===== src/design/lj2_pkg.sv =====
package lj2_pkg;

  localparam int unsigned BLOCK_LEN = 12;
  localparam int unsigned MIX_STAGES = 9;
  localparam logic [31:0] GOLDEN_WORD = 32'h9E3779B9;
  localparam logic [31:0] SEED_RESET = 32'h12345678;

  localparam int unsigned MIX_SHIFT [MIX_STAGES] = '{13, 8, 13, 12, 16, 5, 3, 10, 15};

  typedef logic [31:0] word_t;

  typedef struct packed {
    word_t a;
    word_t b;
    word_t c;
  } abc_t;

  // blk: a full block to absorb; fin: end of message.
  // wa/wb/wc: block words, or leftover words of a final-only request.
  // fc: leftover c bytes (shifted up one byte) plus the length.
  // The message's start value of c is folded into wc on its first block,
  // or into fc when no block comes before the end.
  typedef struct packed {
    logic  blk;
    logic  fin;
    word_t wa;
    word_t wb;
    word_t wc;
    word_t fc;
  } job_t;

  // One line of the lookup2 mix; lines cycle through targets a, b, c.
  function automatic abc_t mix_step(input logic [3:0] k, input abc_t v);
    abc_t r;
    r = v;
    case (k)
      4'd0, 4'd3, 4'd6: r.a = (v.a - v.b - v.c) ^ (v.c >> MIX_SHIFT[k]);
      4'd1, 4'd4, 4'd7: r.b = (v.b - v.c - v.a) ^ (v.a << MIX_SHIFT[k]);
      default:          r.c = (v.c - v.a - v.b) ^ (v.b >> MIX_SHIFT[k]);
    endcase
    return r;
  endfunction

endpackage


===== src/design/jenkins_lookup2_string_hash.sv =====
// Channel  Dir  Signals                       Contents
// in_      in   tvalid tready tdata tlast tuser   at most one message byte per request
// out_     out  tvalid tready tdata              32-bit hash, one per message
// cfg_     in   wr_en wr_data                    seed (initial c), reset 0x12345678
//
// Takes one byte per cycle while the request queue has room. A 12-byte block is absorbed
// by a 9-stage mix pipeline (one mix line per stage); a message end's hash is registered
// from the last mix stage. An end that follows a completed block waits for that block's mix;
// the request queue (QUEUE_DEPTH deep) keeps input flowing meanwhile.
// Synchronous active-low reset; no clearing pass. Output stall holds the mix pipeline.
module jenkins_lookup2_string_hash #(
  parameter int unsigned QUEUE_DEPTH = 4
) (
  input  logic        clk,
  input  logic        rst_n,
  input  logic        in_tvalid,
  output logic        in_tready,
  input  logic [7:0]  in_tdata,     // [7:0] byte_value
  input  logic        in_tlast,     // last_byte
  input  logic        in_tuser,     // [0] no_data
  output logic        out_tvalid,
  input  logic        out_tready,
  output logic [31:0] out_tdata,    // [31:0] hash_value
  input  logic        cfg_wr_en,
  input  logic [31:0] cfg_wr_data
);
  import lj2_pkg::*;

  job_t push_job, head;
  logic push, q_full, q_valid, pop;

  lj2_front u_front (
    .clk         (clk),
    .rst_n       (rst_n),
    .in_tvalid   (in_tvalid),
    .in_tready   (in_tready),
    .in_tdata    (in_tdata),
    .in_tlast    (in_tlast),
    .in_tuser    (in_tuser),
    .cfg_wr_en   (cfg_wr_en),
    .cfg_wr_data (cfg_wr_data),
    .q_full      (q_full),
    .push        (push),
    .push_job    (push_job)
  );

  lj2_queue #(.DEPTH(QUEUE_DEPTH)) u_queue (
    .clk      (clk),
    .rst_n    (rst_n),
    .push     (push),
    .push_job (push_job),
    .full     (q_full),
    .pop      (pop),
    .q_valid  (q_valid),
    .head     (head)
  );

  lj2_back u_back (
    .clk         (clk),
    .rst_n       (rst_n),
    .q_valid     (q_valid),
    .head        (head),
    .pop         (pop),
    .out_tvalid  (out_tvalid),
    .out_tready  (out_tready),
    .out_tdata   (out_tdata)
  );

endmodule


===== src/design/lj2_front.sv =====
module lj2_front (
  input  logic          clk,
  input  logic          rst_n,
  input  logic          in_tvalid,
  output logic          in_tready,
  input  logic [7:0]    in_tdata,
  input  logic          in_tlast,
  input  logic          in_tuser,
  input  logic          cfg_wr_en,
  input  logic [31:0]   cfg_wr_data,
  input  logic          q_full,
  output logic          push,
  output lj2_pkg::job_t push_job
);
  import lj2_pkg::*;

  logic [7:0] buf_r [BLOCK_LEN];
  logic [7:0] bytes_w [BLOCK_LEN];
  logic [7:0] mb [BLOCK_LEN];
  logic [3:0] fill_r, fill_nxt;
  word_t      len_r, len_nxt;
  word_t      seed_r, mseed_r, mseed_nxt;
  logic       first_r, first_nxt;
  logic       acc, has_byte, full, blk, fin;
  logic [3:0] cnt_inc, cntm;
  word_t      len_inc, left_c, seed_add;

  assign in_tready = !q_full;

  always_comb begin
    acc      = in_tvalid && !q_full;
    has_byte = acc && !in_tuser;
    cnt_inc  = fill_r + 4'd1;
    full     = (cnt_inc == 4'(BLOCK_LEN));
    cntm     = in_tuser ? fill_r : cnt_inc;
    len_inc  = len_r + {31'b0, !in_tuser};
    blk      = has_byte && full;
    fin      = acc && in_tlast;
    for (int k = 0; k < BLOCK_LEN; k++) begin
      bytes_w[k] = (has_byte && fill_r == 4'(k)) ? in_tdata : buf_r[k];
      mb[k]      = (4'(k) < cntm) ? bytes_w[k] : 8'h00;
    end
    seed_add = first_r ? mseed_r : 32'h0;
    left_c = blk ? 32'h0 : {mb[10], mb[9], mb[8], 8'h00};
    push_job.blk = blk;
    push_job.fin = fin;
    push_job.wa  = {mb[3], mb[2], mb[1], mb[0]};
    push_job.wb  = {mb[7], mb[6], mb[5], mb[4]};
    push_job.wc  = {mb[11], mb[10], mb[9], mb[8]} + seed_add;
    push_job.fc  = left_c + len_inc + (blk ? 32'h0 : seed_add);
    push         = blk || fin;

    fill_nxt  = fill_r;
    len_nxt   = len_r;
    first_nxt = first_r;
    mseed_nxt = mseed_r;
    if (acc) begin
      if (fin) begin
        fill_nxt  = 4'd0;
        len_nxt   = 32'h0;
        first_nxt = 1'b1;
        mseed_nxt = seed_r;
      end else if (has_byte) begin
        fill_nxt = full ? 4'd0 : cnt_inc;
        len_nxt  = len_inc;
        if (blk) begin
          first_nxt = 1'b0;
        end
      end
    end
    // new seed reaches the open message only while it has taken no byte
    if (cfg_wr_en && ((fill_r == 4'd0 && len_r == 32'h0) || fin)) begin
      mseed_nxt = cfg_wr_data;
    end
  end

  always_ff @(posedge clk) begin
    if (has_byte) begin
      buf_r[fill_r] <= in_tdata;
    end
  end

  always_ff @(posedge clk) begin
    if (!rst_n) begin
      fill_r  <= 4'd0;
      len_r   <= 32'h0;
      seed_r  <= SEED_RESET;
      mseed_r <= SEED_RESET;
      first_r <= 1'b1;
    end else begin
      fill_r  <= fill_nxt;
      len_r   <= len_nxt;
      mseed_r <= mseed_nxt;
      first_r <= first_nxt;
      if (cfg_wr_en) begin
        seed_r <= cfg_wr_data;
      end
    end
  end

endmodule


===== src/design/lj2_queue.sv =====
module lj2_queue #(
  parameter int unsigned DEPTH = 4
) (
  input  logic          clk,
  input  logic          rst_n,
  input  logic          push,
  input  lj2_pkg::job_t push_job,
  output logic          full,
  input  logic          pop,
  output logic          q_valid,
  output lj2_pkg::job_t head
);
  import lj2_pkg::*;

  localparam int unsigned PW = (DEPTH > 1) ? $clog2(DEPTH) : 1;
  localparam int unsigned CW = $clog2(DEPTH + 1);

  job_t          mem_r [DEPTH];
  logic [PW-1:0] wp_r, wp_nxt, rp_r, rp_nxt;
  logic [CW-1:0] cnt_r, cnt_nxt;

  assign full    = (cnt_r == CW'(DEPTH));
  assign q_valid = (cnt_r != '0);
  assign head    = mem_r[rp_r];

  always_comb begin
    wp_nxt  = wp_r;
    rp_nxt  = rp_r;
    cnt_nxt = cnt_r;
    if (push) begin
      wp_nxt = (wp_r == PW'(DEPTH - 1)) ? '0 : wp_r + PW'(1);
    end
    if (pop) begin
      rp_nxt = (rp_r == PW'(DEPTH - 1)) ? '0 : rp_r + PW'(1);
    end
    if (push && !pop) begin
      cnt_nxt = cnt_r + CW'(1);
    end else if (pop && !push) begin
      cnt_nxt = cnt_r - CW'(1);
    end
  end

  always_ff @(posedge clk) begin
    if (push) begin
      mem_r[wp_r] <= push_job;
    end
  end

  always_ff @(posedge clk) begin
    if (!rst_n) begin
      wp_r  <= '0;
      rp_r  <= '0;
      cnt_r <= '0;
    end else begin
      wp_r  <= wp_nxt;
      rp_r  <= rp_nxt;
      cnt_r <= cnt_nxt;
    end
  end

endmodule


===== src/design/lj2_back.sv =====
module lj2_back (
  input  logic          clk,
  input  logic          rst_n,
  input  logic          q_valid,
  input  lj2_pkg::job_t head,
  output logic          pop,
  output logic          out_tvalid,
  input  logic          out_tready,
  output logic [31:0]   out_tdata
);
  import lj2_pkg::*;

  abc_t                st_r [MIX_STAGES + 1];
  logic [MIX_STAGES:0] v_r, f_r;
  word_t               a_r, b_r, c_r;
  logic                fresh_r, busy_r, part_r;
  logic                out_valid_r;
  word_t               out_hash_r;
  logic                adv, issue, blk_issue, wback, done;
  word_t               ea, eb, ec;
  abc_t                st0_nxt;

  assign done  = v_r[MIX_STAGES] && f_r[MIX_STAGES];
  assign adv   = !(done && out_valid_r && !out_tready);
  assign wback = adv && v_r[MIX_STAGES] && !f_r[MIX_STAGES];

  always_comb begin
    blk_issue = head.blk && !part_r;
    issue     = adv && q_valid && !busy_r;
    pop       = issue && (!blk_issue || !head.fin);
    ea        = fresh_r ? GOLDEN_WORD : a_r;
    eb        = fresh_r ? GOLDEN_WORD : b_r;
    ec        = fresh_r ? 32'h0 : c_r;
    st0_nxt.a = ea + (part_r ? 32'h0 : head.wa);
    st0_nxt.b = eb + (part_r ? 32'h0 : head.wb);
    st0_nxt.c = ec + (blk_issue ? head.wc : head.fc);
  end

  always_ff @(posedge clk) begin
    if (adv) begin
      st_r[0] <= st0_nxt;
    end
  end

  for (genvar g = 1; g <= MIX_STAGES; g++) begin : g_mix
    always_ff @(posedge clk) begin
      if (adv) begin
        st_r[g] <= mix_step(4'(g - 1), st_r[g - 1]);
      end
    end
  end

  always_ff @(posedge clk) begin
    if (wback) begin
      a_r <= st_r[MIX_STAGES].a;
      b_r <= st_r[MIX_STAGES].b;
      c_r <= st_r[MIX_STAGES].c;
    end
    if (adv && done) begin
      out_hash_r <= st_r[MIX_STAGES].c;
    end
  end

  always_ff @(posedge clk) begin
    if (!rst_n) begin
      v_r         <= '0;
      f_r         <= '0;
      fresh_r     <= 1'b1;
      busy_r      <= 1'b0;
      part_r      <= 1'b0;
      out_valid_r <= 1'b0;
    end else begin
      if (adv) begin
        v_r <= {v_r[MIX_STAGES-1:0], issue};
        f_r <= {f_r[MIX_STAGES-1:0], issue && !blk_issue};
      end
      if (issue && blk_issue) begin
        busy_r <= 1'b1;
        part_r <= head.fin;
      end else if (issue) begin
        fresh_r <= 1'b1;
        part_r  <= 1'b0;
      end
      if (wback) begin
        busy_r  <= 1'b0;
        fresh_r <= 1'b0;
      end
      if (adv && done) begin
        out_valid_r <= 1'b1;
      end else if (out_tready) begin
        out_valid_r <= 1'b0;
      end
    end
  end

  assign out_tvalid = out_valid_r;
  assign out_tdata  = out_hash_r;

  a_busy_tracks_block: assert property (@(posedge clk) disable iff (!rst_n)
    busy_r == ($countones(v_r & ~f_r) == 1))
    else $error("busy flag out of step with block mixes in flight");

  a_wback_when_busy: assert property (@(posedge clk) disable iff (!rst_n)
    wback |-> busy_r)
    else $error("block writeback without a block in flight");

  a_part_on_combined: assert property (@(posedge clk) disable iff (!rst_n)
    part_r |-> (q_valid && head.blk && head.fin))
    else $error("split request flag set without a combined request at head");

endmodule


===== config.mk =====
export PLATFORM = sky130hd
export DESIGN_NAME = jenkins_lookup2_string_hash
export DESIGN_NICKNAME = d
export VERILOG_FILES = /design/src/design/lj2_pkg.sv /design/src/design/jenkins_lookup2_string_hash.sv /design/src/design/lj2_front.sv /design/src/design/lj2_queue.sv /design/src/design/lj2_back.sv
export SDC_FILE = /design/constraint.sdc
export NUM_CORES = 2
export LEC_CHECK = 0
export ABC_AREA = 0
export BUFFER_PORTS_ARGS = -buffer_cell sky130_fd_sc_hd__buf_4
export CAP_MARGIN = 10
export CORE_MARGIN = 2
export CORE_UTILIZATION = 45
export CTS_CLUSTER_DIAMETER = 200
export CTS_CLUSTER_SIZE = 10
export DETAILED_ROUTE_END_ITERATION = 8
export SLEW_MARGIN = 25
export SYNTH_ARGS = -nofsm -noshare
export SYNTH_HDL_FRONTEND = slang
export SYNTH_SLANG_ARGS = --single-unit

===== constraint.sdc =====
create_clock -name clk -period 42.5 [get_ports clk]
set_input_delay 4.25 -clock clk [delete_from_list [all_inputs] [get_ports clk]]
set_output_delay 4.25 -clock clk [all_outputs]
set_load 0.05 [all_outputs]

Word-level counts from Yosys, hierarchy flattened
Memories as Yosys holds them, arrays and structs flattened. A register that Yosys moved wholly into a read port is not among the register bits.
Cells that the tools add are included.
{ "word_totals": {"out_inout_bits": 34, "reg_bits": 260, "mem_count": 3, "latch_bits": 0, "romBits": 0, "ram_bits": 1576, "wordCells": 232} }
{ "memory_table": {"columns": ["name", "depth", "word_bits", "read_ports", "rd_clocked_by_memory_dff", "write_ports", "line", "source"], "rows": [
  ["u_back.st_r", 10, 96, 10, 0, 10, "lj2_back.sv:13", "abc_t st_r [MIX_STAGES + 1];"],
  ["u_queue.mem_r", 4, 130, 1, 1, 1, "lj2_queue.sv:18", "job_t mem_r [DEPTH];"],
  ["u_front.buf_r", 12, 8, 12, 0, 1, "lj2_front.sv:17", "logic [7:0] buf_r [BLOCK_LEN];"]
]} }
{ "classes": {"multipliers": 0, "n_mux": 81, "bitwise_logic": 10, "div_mod_pow": 0, "add_sub_neg": 30, "order_cmp": 12, "n_shift": 0, "n_eq_ne": 16, "n_reduce_logical": 62} }
{ "ops": {"columns": ["op", "count"], "rows": [
  ["two-way mux 32 bit", 23],
  ["two-way mux 64 bit", 9],
  ["subtractor 32 bit", 18],
  ["adder 32 bit", 6],
  ["two-way mux 8 bit", 24],
  ["XOR 32 bit", 3],
  ["XOR 32 x 19 -> 32 bit", 2],
  ["adder 32 x 1 -> 32 bit", 1],
  ["logical AND 1 bit", 32],
  ["zero test 32 bit", 1],
  ["XOR 32 x 17 -> 32 bit", 1],
  ["XOR 32 x 20 -> 32 bit", 1],
  ["XOR 32 x 27 -> 32 bit", 1],
  ["XOR 32 x 29 -> 32 bit", 1],
  ["== test 4 bit, second input constant", 5],
  ["== test 4 x 3 -> 1 bit, second input constant", 4],
  ["< comparator 3 x 4 -> 1 bit, first input constant", 4],
  ["< comparator 4 bit, first input constant", 4],
  ["two-way mux 4 bit", 4],
  ["nonzero test 2 bit", 8],
  ["two-way mux 1 bit", 15],
  ["zero test 1 bit", 11],
  ["== test 4 x 2 -> 1 bit, second input constant", 2],
  ["< comparator 1 x 4 -> 1 bit, first input constant", 2],
  ["other kinds (18)", 29]
]} }

Depth between registers and ports, before layout
{ "logic_depth": {"word_depth": 10, "depth_mapped": 22, "mapped_depth_nobuf": 21} }

Hierarchy
Synthesis repeated with hierarchy kept, for this count alone.
{ "unflattened": {"cells_unflattened": 7176, "area_unflattened_um2": 94220.4} }
{ "modules_own_cells": {"columns": ["mod", "instances", "cells_each", "area_per_inst_um2", "seq_area_each_um2"], "rows": [
  ["lj2_back", 1, 4930, 61934.4, 33151.8],
  ["lj2_queue", 1, 723, 19321.0, 15795.1],
  ["lj2_front", 1, 1523, 12964.9, 4904.7]
]} }

Worst setup path before layout
Ideal clock, no wire load.
{ "synth_timing": {"path_type": "input port to flip-flop", "from": "input out_tready", "to": "memory u_back.st_r[0][0] (netlist bit), enable pin", "n_path_buf": 1, "stages": 4, "slack_ns": 10.275, "t_arrival_ns": 30.527, "cell_sequence": "nand2b_1 > nor2_1 > clkinv_1 > clkbuf_1"} }
{ "synth_lines": {"columns": ["element", "line", "source"], "rows": [
  ["start, declared", "jenkins_lookup2_string_hash.sv:22", "input logic out_tready,"],
  ["end, declared", "lj2_back.sv:13", null]
]} }

==> run summary <==
OUTCOME
---------------------------------------------------------------------------------
Result of the run                                                    finished, final reports clean

SYNTH
---------------------------------------------------------------------------------
Number of flip-flops and latches in the synthesized netlist                  1838
Netlist area before placement                                          93700 um^2
Fraction of registers with async set or reset after synthesis                   0
Synth Flop Type                                                      sky130_fd_sc_hd__edfxtp_1
Register area share after synthesis                                         0.575
Post-Synthesis Cells                                                         7025
Syn nets                                                                     7845
Number of enable-type register cells in the synthesized netlist              1704
Synthesized area per cell                                               13.3 um^2
Number of warning messages in the yosys log                                     0
Count of different cell masters after synthesis                                81

TIMING
---------------------------------------------------------------------------------
Sum of negative setup slack                                                  0 ns
Count of pins over their slew limit                                             0
Max_slew headroom                                                           0.257
Final WS setup                                                           32.90 ns
Final Hold Fails                                                                0
Clock tree skew after final layout                                      0.0391 ns
Final period utilization                                                    0.226
Unrepaired setup endpoints after global routing                             false
Final critical path time including I/O delays and setup                   9.60 ns
Measured slew at the worst slew-check pin                                 1.11 ns
Final count of negative-setup-slack endpoints                                   0
Peak clock frequency supported by timing                                0.104 GHz

CLOCK NETWORK
---------------------------------------------------------------------------------
Post-CTS Hold Fix Bufs                                                          0
CTS Root Cell                                                        sky130_fd_sc_hd__clkbuf_16
Total clock buffers created by CTS                                            201
CTS clk-pin slew, worst paths                                             0.06 ns
H-Tree Level Count                                                              4
Number of sinks driven by the clock tree                                     1838
TritonCTS clock tree                                                        built
Source-to-sink clock delay at the later pin of the worst-skew pair        0.87 ns
Maximum buffer depth of the clock tree                                          3
Resized cells post-CTS                                                          0
Total setup buffers inserted after CTS                                          0

FINISH
---------------------------------------------------------------------------------
Number of filler cells placed in the layout                                 17900
Area of the multi-input gates                                          36700 um^2
Post-synthesis to final-layout area growth                                  10.2%
Post-layout net count                                                        8035
Footprint of the flip-flops and latches                                53900 um^2
Util after Layout                                                           0.499
Share of cells above drive strength 1                                      0.0806

GLOBAL ROUTING
---------------------------------------------------------------------------------
Number of antenna violations at the first check in global routing               6
Global-route wire length before repair                                  369000 um
Number of global-route vias before repair                                   55400
Remaining global-route overflow                                                 0
Total Routing Usage GR                                                      0.239
Largest net degree at the start of global routing                             190

WORST SETUP PATH
---------------------------------------------------------------------------------
Worst-case register-to-register setup slack                              35.76 ns
Kind of start point of the critical path                                input pin
Critical Setup Path Class                                                  in2reg
Crit path max fanout                                                            9
Critical Path End Type                                                  flip-flop
Worst EP required                                                        43.09 ns
Data arrival time at the worst-slack endpoint                            10.19 ns

FLOW RUN
---------------------------------------------------------------------------------
Number of max-cap violations                                                    0

FLOORPLANNING
---------------------------------------------------------------------------------
Top-level I/O count                                                            81
Core Area                                                             207000 um^2
Die Footprint                                                         212000 um^2
Initial Util                                                                0.452
Die extent in x                                                            460 um
Die extent in y                                                            460 um
# rows                                                                        167

DRT
---------------------------------------------------------------------------------
Violation count after the first detailed-route iteration                     4747
# DRC                                                                           0
First-pass detailed-route iteration total                                       6
Via count                                                                   55400
Post-DR wirelength/cell                                                   25.1 um
Post-route ant nets                                                             0
Final routed wirelength across all metal layers                         252000 um
Mean number of vias per cell                                                 5.51

PLACE
---------------------------------------------------------------------------------
Detailed placement HPWL                                                 187000 um
Worst slack at placement                                                 31.97 ns
Port buffer count                                                              80
GPL Wtd Cong                                                                0.935

HOLD PATH
---------------------------------------------------------------------------------
Worst hold path type                                                      reg2reg

-- cell families after synthesis --
family	count (synthesis)	synth area share
DFF	1838	0.575
and+or+nand+nor	1420	0.0744
AOI/OAI and AO/OA	1264	0.0860
buffers and inverters	842	0.0339
adders and majority gates	773	0.127
xor gates and xnor gates	668	0.0624
muxes	220	0.0410
-- final timing paths --
kind / startpoint / endpoint / cells past startpoint
worst max register to register: flip-flop / u_back.st_r[0][30] / 16
worst min register to register: u_back.st_r[9][61] / u_back.b_r[29] / 0
worst max-delay path: in_tuser / u_queue.mem_r[1][28] / 21
worst min-delay path: u_back.st_r[9][61] / u_back.b_r[29] / 0
-- Yosys cell counts (all sizes together) (60+ instances only) --
cell,instances,share of area
xor2,178,0.017
nor2b,191,0.013
ha,471,0.063
nor3,79,0.0042
and3,76,0.0051
nand3,92,0.0050
dfxtp,134,0.029
inv,695,0.028
a21oi,423,0.023
edfxtp,1704,0.55
fa,302,0.065
nand2,463,0.019
o21ai,226,0.012
xnor2,490,0.046
mux2i,62,0.0066
clkbuf,108,0.0043
mux4,128,0.031
a21o,226,0.018
and2,60,0.0040
nor2,244,0.0098
-- metal layers --
| metal | part of all wire | up-vias | global-route usage |
|---|---|---|---|
| li1 | - | 25500 | - |
| met1 | 0.44 | 28000 | 0.325 |
| met2 | 0.48 | 1525 | 0.392 |
| met3 | 0.045 | 381 | 0.0289 |
| met4 | 0.044 | 2 | 0.0964 |
| met5 | 0.000052 | - | 0 |
-- critical path, cell delays in order --
cell	delay, ns
sky130_fd_sc_hd__buf_4	0.14
sky130_fd_sc_hd__a211oi_1	0.65
sky130_fd_sc_hd__and3b_1	0.39
sky130_fd_sc_hd__nand2_1	0.32
sky130_fd_sc_hd__inv_1	0.37
sky130_fd_sc_hd__nand2_1	0.11
sky130_fd_sc_hd__a21oi_1	0.31
sky130_fd_sc_hd__nand2_1	0.13
sky130_fd_sc_hd__fa_1	0.54
sky130_fd_sc_hd__inv_1	0.05
sky130_fd_sc_hd__ha_1	0.35
sky130_fd_sc_hd__nand4_1	0.17
sky130_fd_sc_hd__nor2_1	0.07
sky130_fd_sc_hd__a2111oi_0	0.82
sky130_fd_sc_hd__o21a_1	0.33
sky130_fd_sc_hd__a211o_1	0.16
sky130_fd_sc_hd__nand3_1	0.14
sky130_fd_sc_hd__o311a_1	0.34
sky130_fd_sc_hd__o21a_1	0.17
sky130_fd_sc_hd__nor2_1	0.11
sky130_fd_sc_hd__xnor2_1	0.26
-- flip-flops by register name, indices dropped and copies added (netlist names), 3 cells and up, named ones only --
signal and count:
u_back.a_r 32, u_back.b_r 32, u_back.c_r 32, u_back.f_r 10, u_back.out_tdata 32, u_back.st_r 960
u_back.v_r 10, u_front.buf_r 96, u_front.fill_r 4, u_front.len_r 32, u_front.mseed_r 32, u_front.seed_r 32
u_queue.cnt_r 3, u_queue.mem_r 520
-- per-stage QoR --
step / hold slack, ns / cell area [um^2] / instances
detailed placement: 0.405 / 97700 / 9800
global placement: 0.402 / 97700 / 9798
global route: 0.421 / 103000 / 10000
CTS: 0.414 / 103000 / 10000
finish: 0.415 / 103000 / 10000
floorplan: 0.400 / 93700 / 7025
-- layout make-up --
type / count / share of cell area
Antenna cell: 5 / 0.000121
Clock buffer: 230 / 0.0503
Clock inverter: 13 / 0.00291
Inverter: 705 / 0.0257
Multi-Input combinational cell: 4345 / 0.356
Sequential cell: 1838 / 0.522
Tap cell: 2788 / 0.0338
Timing Repair Buffer: 124 / 0.00996
-- layout by cell type (no fill, tap or decap), types with 48 or more instances in the layout --
cell / instances
sky130_fd_sc_hd__xnor2_1: 490
sky130_fd_sc_hd__or2_2: 51
sky130_fd_sc_hd__inv_1: 695
sky130_fd_sc_hd__nand3_1: 91
sky130_fd_sc_hd__nand2_1: 463
sky130_fd_sc_hd__o21a_1: 48
sky130_fd_sc_hd__edfxtp_1: 1704
sky130_fd_sc_hd__o21ai_0: 218
sky130_fd_sc_hd__fa_1: 302
sky130_fd_sc_hd__nand2b_1: 56
sky130_fd_sc_hd__a21oi_1: 422
sky130_fd_sc_hd__and2_1: 55
sky130_fd_sc_hd__mux4_2: 128
sky130_fd_sc_hd__nor3_1: 79
sky130_fd_sc_hd__ha_1: 471
sky130_fd_sc_hd__dfxtp_1: 130
sky130_fd_sc_hd__and3_1: 76
sky130_fd_sc_hd__nor2_1: 241
sky130_fd_sc_hd__xor2_1: 178
sky130_fd_sc_hd__a21o_1: 226
sky130_fd_sc_hd__buf_4: 116
sky130_fd_sc_hd__mux2i_1: 62
sky130_fd_sc_hd__clkbuf_16: 203
sky130_fd_sc_hd__nor2b_1: 190
Power is not shown: default switching activity piles up to over one toggle a cycle in this logic, so the estimate is an artifact.
